==> config.mk <==
export PLATFORM = sky130hd
export DESIGN_NAME = overwrite_ring_buffer_lifo_core
export DESIGN_NICKNAME = d
export VERILOG_FILES = /design/src/rtl/orb_lifo_pkg.sv /design/src/rtl/overwrite_ring_buffer_lifo_core.sv
export VERILOG_INCLUDE_DIRS = /design/src /design/src/rtl
export SDC_FILE = /design/constraint.sdc
export NUM_CORES = 2
export LEC_CHECK = 0
export BUFFER_PORTS_ARGS = -buffer_cell sky130_fd_sc_hd__buf_2
export CAP_MARGIN = 20
export CORE_MARGIN = 5
export CORE_UTILIZATION = 40
export CTS_CLUSTER_DIAMETER = 80
export DETAILED_ROUTE_END_ITERATION = 10
export GPL_ROUTABILITY_DRIVEN = 0
export GPL_TIMING_DRIVEN = 0
export HOLD_SLACK_MARGIN = 0.02
export PLACE_DENSITY = 0.53
export SYNTH_ARGS = -nofsm -noshare
export SYNTH_HDL_FRONTEND = slang
export SYNTH_SLANG_ARGS = --single-unit
==> constraint.sdc <==
create_clock -name clk -period 6.7 [get_ports clk]
set_input_delay 1.34 -clock clk [delete_from_list [all_inputs] [get_ports clk]]
set_output_delay 1.34 -clock clk [all_outputs]
set_load 0.03 [all_outputs]
==> src/rtl/overwrite_ring_buffer_lifo_core_assert.svh <==
// Assertion macros shared by the ring buffer RTL.
// Both sample on clk and are switched off while rst_n is low.
`ifndef OVERWRITE_RING_BUFFER_LIFO_CORE_ASSERT_SVH
`define OVERWRITE_RING_BUFFER_LIFO_CORE_ASSERT_SVH

// Check that cond holds in the same cycle as trig.
`define ORB_ASSERT_NOW(lbl, trig, cond) \
  lbl: assert property (@(posedge clk) disable iff (!rst_n) (trig) |-> (cond)) \
    else $error("ring buffer check failed");

// Check that cond holds in the cycle after trig.
`define ORB_ASSERT_NEXT(lbl, trig, cond) \
  lbl: assert property (@(posedge clk) disable iff (!rst_n) (trig) |=> (cond)) \
    else $error("ring buffer check failed");

`endif

==> src/rtl/orb_lifo_pkg.sv <==
package orb_lifo_pkg;

  localparam int FUNC_W = 3;
  localparam int OCC_W  = 7;
  localparam int CFG_W  = 32;
  localparam int ADDR_W = 3;

  typedef logic [FUNC_W-1:0] func_t;

  localparam func_t FN_PUSH       = 3'd0;
  localparam func_t FN_PEEK       = 3'd1;
  localparam func_t FN_POP        = 3'd2;
  localparam func_t FN_ITER_START = 3'd3;
  localparam func_t FN_ITER_NEXT  = 3'd4;

  // Register index, taken from paddr[2]
  localparam logic REG_CAPACITY = 1'b0;

  // Per-item info that travels alongside the memory read
  typedef struct packed {
    logic             hit;
    logic [OCC_W-1:0] occ;
  } item_meta_t;

endpackage

==> src/rtl/overwrite_ring_buffer_lifo_core.sv <==
// Pipeline: an accepted item passes the registered memory read (read stage), then the
// output register, which holds the result while out_tready is low.
// Throughput: one item per cycle while out_tready is high; the single read/write port
// of the slot memory serves one slot per item, and pointer state updates at accept.
// Reset (synchronous, rst_n low): head, count and iterator cleared, capacity set to
// min(64, DEPTH), pipeline emptied. Slot memory is not cleared and has no clearing pass.
`include "overwrite_ring_buffer_lifo_core_assert.svh"

module overwrite_ring_buffer_lifo_core #(
  parameter int DEPTH      = 64,
  parameter int DATA_WIDTH = 32
) (
  input  logic                             clk,
  input  logic                             rst_n,
  // in_tdata: func[2:0], data_in[DATA_WIDTH+2:3], zero padding
  input  logic                             in_tvalid,
  output logic                             in_tready,
  input  logic [((orb_lifo_pkg::FUNC_W+DATA_WIDTH+7)/8)*8-1:0] in_tdata,
  // out_tdata: data_out[DATA_WIDTH-1:0], data_valid, occupancy[6:0], zero padding
  output logic                             out_tvalid,
  input  logic                             out_tready,
  output logic [((DATA_WIDTH+1+orb_lifo_pkg::OCC_W+7)/8)*8-1:0] out_tdata,
  input  logic                             cfg_psel,
  input  logic                             cfg_penable,
  input  logic                             cfg_pwrite,
  input  logic [orb_lifo_pkg::ADDR_W-1:0]  cfg_paddr,
  input  logic [orb_lifo_pkg::CFG_W-1:0]   cfg_pwdata,
  output logic [orb_lifo_pkg::CFG_W-1:0]   cfg_prdata,
  output logic                             cfg_pready
);
  import orb_lifo_pkg::*;

  localparam int AW      = (DEPTH > 1) ? $clog2(DEPTH) : 1;
  localparam int CNT_W   = $clog2(DEPTH + 1);
  localparam int CW      = (CNT_W > OCC_W) ? CNT_W : OCC_W;
  localparam int OUT_W   = ((DATA_WIDTH + 1 + OCC_W + 7) / 8) * 8;
  localparam int CAP_RST = (DEPTH < 64) ? DEPTH : 64;

  // Slot memory: one synchronous port pair, read data registered.
  logic [DATA_WIDTH-1:0] mem [DEPTH];
  logic [DATA_WIDTH-1:0] rd_r;
  logic                  mem_we;
  logic                  mem_re;
  logic [AW-1:0]         mem_addr;

  // Pointer state
  logic [AW-1:0]    head_r, head_nxt;
  logic [CNT_W-1:0] count_r, count_nxt;
  logic [AW-1:0]    iter_idx_r, iter_idx_nxt;
  logic [CNT_W-1:0] iter_rem_r, iter_rem_nxt;
  logic [CNT_W-1:0] cap_r;

  // Read stage and output register
  logic            s1_valid_r;
  item_meta_t      s1_meta_r, s1_meta_nxt;
  logic            out_valid_r;
  logic [DATA_WIDTH-1:0] out_data_r;
  item_meta_t      out_meta_r;

  logic            out_free;
  logic            in_acc;
  logic            cfg_we;
  func_t           func;
  logic [DATA_WIDTH-1:0] data_in;
  logic [AW-1:0]   cap_last;
  logic [CNT_W-1:0] head_inc;
  logic [CW-1:0]   cfg_ext;
  logic [CW-1:0]   occ_ext;
  logic [CNT_W-1:0] cap_clamped;

  assign func    = in_tdata[FUNC_W-1:0];
  assign data_in = in_tdata[FUNC_W+DATA_WIDTH-1:FUNC_W];

  // Handshakes: a finished item may sit in the output register while the next
  // one is read; the read stage moves whenever the output register frees up.
  assign out_free  = !out_valid_r || out_tready;
  assign in_tready = !s1_valid_r || out_free;
  assign in_acc    = in_tvalid && in_tready;

  assign cap_last = AW'(cap_r - CNT_W'(1));
  assign head_inc = CNT_W'(head_r) + CNT_W'(1);

  // Walk one slot toward older data, wrapping at the capacity
  function automatic logic [AW-1:0] step_back(input logic [AW-1:0] idx,
                                              input logic [AW-1:0] last);
    step_back = (idx == '0) ? last : idx - AW'(1);
  endfunction

  always_comb begin
    head_nxt     = head_r;
    count_nxt    = count_r;
    iter_idx_nxt = iter_idx_r;
    iter_rem_nxt = iter_rem_r;
    mem_we       = 1'b0;
    mem_addr     = head_r;
    s1_meta_nxt.hit = 1'b0;
    case (func)
      FN_PUSH: begin
        mem_we   = 1'b1;
        mem_addr = head_r;
        // Full store: the write overwrites the oldest word, read it out as evicted
        if (count_r >= cap_r) begin
          s1_meta_nxt.hit = 1'b1;
          count_nxt       = cap_r;
        end else begin
          count_nxt = count_r + CNT_W'(1);
        end
        head_nxt = (head_inc >= cap_r) ? '0 : AW'(head_inc);
      end
      FN_PEEK: begin
        mem_addr = step_back(head_r, cap_last);
        s1_meta_nxt.hit = (count_r != '0);
      end
      FN_POP: begin
        mem_addr = step_back(head_r, cap_last);
        if (count_r != '0) begin
          s1_meta_nxt.hit = 1'b1;
          count_nxt       = count_r - CNT_W'(1);
          head_nxt        = mem_addr;
        end
      end
      FN_ITER_START: begin
        iter_idx_nxt = head_r;
        iter_rem_nxt = count_r;
      end
      FN_ITER_NEXT: begin
        mem_addr = step_back(iter_idx_r, cap_last);
        if (iter_rem_r != '0) begin
          s1_meta_nxt.hit = 1'b1;
          iter_rem_nxt    = iter_rem_r - CNT_W'(1);
          iter_idx_nxt    = mem_addr;
        end
      end
      default: begin
      end
    endcase
    occ_ext         = CW'(count_nxt);
    s1_meta_nxt.occ = occ_ext[OCC_W-1:0];
  end

  assign mem_re = in_acc;

  // Read-before-write: an evicting push returns the word it replaces
  always_ff @(posedge clk) begin
    if (in_acc && mem_we) begin
      mem[mem_addr] <= data_in;
    end
    if (mem_re) begin
      rd_r <= mem[mem_addr];
    end
  end

  // Configuration: clamp the low 7 bits into 1..DEPTH
  assign cfg_we  = cfg_psel && cfg_penable && cfg_pwrite && cfg_pready &&
                   (cfg_paddr[2] == REG_CAPACITY);
  assign cfg_ext = CW'(cfg_pwdata[OCC_W-1:0]);

  always_comb begin
    if (cfg_ext == '0) begin
      cap_clamped = CNT_W'(1);
    end else if (cfg_ext > CW'(DEPTH)) begin
      cap_clamped = CNT_W'(DEPTH);
    end else begin
      cap_clamped = CNT_W'(cfg_ext);
    end
  end

  assign cfg_pready = 1'b1;
  assign cfg_prdata = (cfg_paddr[2] == REG_CAPACITY) ? CFG_W'(cap_r) : '0;

  always_ff @(posedge clk) begin
    if (!rst_n) begin
      cap_r      <= CNT_W'(CAP_RST);
      head_r     <= '0;
      count_r    <= '0;
      iter_idx_r <= '0;
      iter_rem_r <= '0;
    end else if (cfg_we) begin
      // Empty the buffer and end any iteration
      cap_r      <= cap_clamped;
      head_r     <= '0;
      count_r    <= '0;
      iter_idx_r <= '0;
      iter_rem_r <= '0;
    end else if (in_acc) begin
      head_r     <= head_nxt;
      count_r    <= count_nxt;
      iter_idx_r <= iter_idx_nxt;
      iter_rem_r <= iter_rem_nxt;
    end
  end

  // Read stage and output register control
  always_ff @(posedge clk) begin
    if (!rst_n) begin
      s1_valid_r  <= 1'b0;
      out_valid_r <= 1'b0;
    end else begin
      if (in_acc) begin
        s1_valid_r <= 1'b1;
      end else if (out_free) begin
        s1_valid_r <= 1'b0;
      end
      if (s1_valid_r && out_free) begin
        out_valid_r <= 1'b1;
      end else if (out_tready) begin
        out_valid_r <= 1'b0;
      end
    end
  end

  // Payload: hold while stalled, zero the data of an item that carries none
  always_ff @(posedge clk) begin
    if (in_acc) begin
      s1_meta_r <= s1_meta_nxt;
    end
    if (s1_valid_r && out_free) begin
      out_meta_r <= s1_meta_r;
      out_data_r <= s1_meta_r.hit ? rd_r : '0;
    end
  end

  assign out_tvalid = out_valid_r;
  assign out_tdata  = OUT_W'({out_meta_r.occ, out_meta_r.hit, out_data_r});

  `ORB_ASSERT_NOW(a_count_in_cap, 1'b1, count_r <= cap_r)
  `ORB_ASSERT_NOW(a_head_in_cap, 1'b1, CNT_W'(head_r) < cap_r)
  `ORB_ASSERT_NOW(a_empty_zero, out_valid_r && !out_meta_r.hit, out_data_r == '0)
  `ORB_ASSERT_NEXT(a_stall_holds, s1_valid_r && !out_free, s1_valid_r && out_valid_r)

endmodule

==> reports/metrics.yaml <==
post-layout-total-power_uw: 32100
dp_slack_ps: -441
final_cell_mix: "2128 x sky130_fd_sc_hd__edfxtp_1, 1103 x sky130_fd_sc_hd__nand2_1, 808 x sky130_fd_sc_hd__nand3_1, 752 x sky130_fd_sc_hd__mux2i_1, 260 x sky130_fd_sc_hd__clkbuf_1"
hold_class: "flip-flop to flip-flop"
vdd_ir_drop_max_v: 0.000286
wl_per_cell_um: 31.4
clk_path_buf_depth: 3
route.antenna.remaining_nets: 0
met3_use_gr: 0.0482
layout.nets: 6499
layout.cells.most_common: "sky130_fd_sc_hd__edfxtp_1"
synth_seq_cells: 2163
synth.cell_area_sq_mm: 0.0864
min_period_ps: 6600
asyncSetResetFlopFracSynth: 0
vias_per_cell: 5.74
core_area_sq_mm: 0.215
drv.max_cap_violation_count: 0
yosys.cell_types.count: 64
row_count: 170
cp_data_arrival_time_ps: 7150
power.leakage_uw: 0.0362
timing_max_transition_violations_final: 0
initial_antenna_violation_count: 29
critical_path.endpoint_type: "flip-flop"
cts_num_sinks: 2163
grt_setup_unrepaired: "true"
whs_endpoint: "out_tdata[33]"
number_of_global_route_vias_before_repair: 50900
clock_latency_ps: 890
final.hold.worst_slack_ps: 419
worst-endpoint-required_ps: 7240
syn-instance-count: 5893
setup_violations: 0
port_buffers: 97
rr_endpoint: "mem[23][13]"
r2r_setup_slack_ps: 100
timing.hold.worst.start: "s1_meta_r[0]"
max-slew-margin-rel: 0.213
postLayoutSetupSlackWorst_ps: 96.4
initial_utilization: 0.402
die_height_um: 475
detailed_place_hpwl_mm: 197
clock_skew_ps: 64.2
vias: 54200
grt_start_max_net_pins: 65
start_kind: "flip-flop"
postSynthAreaPerCell_sq_um: 14.7
wl_mm: 296
detail_route.drc_violations: 0
worstPathMaxFanout: 22
seq_area_frac_synth: 0.747
worstMarginPinSlew_ps: 1180
fin_tns_setup_ps: 0
num_io_pins: 157
first_drt_pass_iteration_count: 6
groute.layer.met1.usage: 0.357
grt_usage: 0.257
grt.met2_usage: 0.402
r2r_cells: 12
depth_of_the_cts_h_tree: 4
synthesis.yosys.warnings: 0
first_iter_violations: 7251
global_route_wire_length_before_repair_mm: 405
grt-busiest-layer: "met2"
clock_tree_from_tritoncts: "built"
timing.final.crit_share: 0.986
fraction_of_final_layout_cells_sized_beyond_drive_strength_1: 0.121
syn2layout_area_growth_pct: 17.0
regToRegStartpoint: "head_r[0]"
tritoncts.num_buffers: 219
clk_root_buffer_cell: "sky130_fd_sc_hd__clkbuf_16"
floorplan.die_area_sq_mm: 0.225
hold_critical_path_depth: 0
hold_violations: 0
clk_transition_reported_paths_ps: 60
synth_enable_flop_cells: 2128
run_status: "complete, no violations"
max_freq_mhz: 151
crit_type: "flip-flop to flip-flop"
yosys_most_used_dff: "sky130_fd_sc_hd__edfxtp_1"
nFillCells: 18800
die-width_um: 475
grt_overflow_total: 0
power-per-cell-area_mw_per_mm2: 317
-- synth_stat cells (all sizes together), types with 17 or more instances --
library cell	number	area share
nor3	17	0.00098
buf	157	0.011
mux2i	752	0.087
edfxtp	2128	0.74
and2	43	0.0031
inv	20	0.00087
nand4	100	0.0072
dfxtp	35	0.0081
or3	35	0.0026
a22oi	129	0.011
clkbuf	220	0.0096
a21oi	39	0.0023
o21ai	32	0.0019
ha	24	0.0035
nand3	810	0.047
nor2	114	0.0050
nand2	1103	0.048
-- through the flow --
stage | std cells | area (sq um) | utilization
2_1_floorplan | 5917 | 86500 | -
6_report | 9435 | 101000 | 0.471
5_1_grt | 9422 | 101000 | 0.471
4_1_cts | 9366 | 101000 | 0.468
3_3_place_gp | 8852 | 90600 | 0.422
3_5_place_dp | 8960 | 93300 | 0.434
-- cell type report --
type | instances | area (sq um) | share of cell area
sequential | 2163 | 64600 | 0.639
multi-input combinational | 3356 | 20600 | 0.204
clock buffer | 260 | 5630 | 0.0557
tap | 2838 | 3550 | 0.0351
timing repair buffer | 255 | 3280 | 0.0324
buffer | 377 | 1750 | 0.0173
clock inverter | 146 | 1570 | 0.0155
inverter | 21 | 80.1 | 0.000792
antenna | 19 | 47.5 | 0.000470
-- worst max-delay path, cell delays in order (launching register included) --
cell and delay [ps]:
sky130_fd_sc_hd__dfxtp_1 430, sky130_fd_sc_hd__clkbuf_1 400, sky130_fd_sc_hd__inv_1 160, sky130_fd_sc_hd__ha_1 290, sky130_fd_sc_hd__nor2b_1 210, sky130_fd_sc_hd__a211o_1 380, sky130_fd_sc_hd__o22a_1 230, sky130_fd_sc_hd__nand3_1 520
sky130_fd_sc_hd__clkdlybuf4s15_1 910, sky130_fd_sc_hd__clkbuf_1 660, sky130_fd_sc_hd__nand3_1 870, sky130_fd_sc_hd__nor2_4 860, sky130_fd_sc_hd__buf_12 280
-- what timing repair did --
item	in CTS	in global routing
buffers inserted	0	44
endpoints found under the setup margin	0	414
hold buffers	0	0
resized for setup	0	4
hold endpoints to repair	0	0
-- worst max path at each step --
stage / to / depth (start not counted) / start / slack, ps
floorplan: mem[0][0] / 12 / in_tdata[0] / 1360
detailed placement: mem[49][11] / 10 / in_tdata[2] / -440
global route: mem[23][13] / 12 / head_r[0] / -40
global placement: mem[6][27] / 9 / in_tdata[2] / -3090
finish: mem[23][13] / 12 / head_r[0] / 100
CTS: mem[49][2] / 12 / head_r[0] / 230
-- routing by layer --
metal,part of all wire,vias to the layer above
li1,-,23200
met1,0.41,27600
met3,0.090,533
met5,0.000074,-
met4,0.042,4
met2,0.46,2879
-- registers in the layout (all words and copies together), names as in the netlist --
| register | count |
|---|---|
| out_tvalid | 1 |
| head_r | 6 |
| count_r | 7 |
| iter_idx_r | 6 |
| cap_r | 7 |
| rd_r | 32 |
| s1_meta_r | 8 |
| iter_rem_r | 7 |
| out_tdata | 8 |
| out_data_r | 32 |
| mem | 2048 |
| s1_valid_r | 1 |
-- power by group --
part           switching, uW  internal (uW)
Clock                   5380           7050
Combinational           3340           1260
Sequential              45.5          15000
-- cell families after synthesis --
| family | Yosys count | synth area share |
|---|---|---|
| compound gates | 271 | 0.0221 |
| xor+xnor | 13 | 0.00132 |
| fa+ha+maj | 24 | 0.00347 |
| buf+inv | 398 | 0.0210 |
| flops | 2163 | 0.747 |
| mux | 752 | 0.0871 |
| other cells | 2 | 0.0000869 |
| simple gates | 2270 | 0.118 |
(Power assumes the default switching activity.)
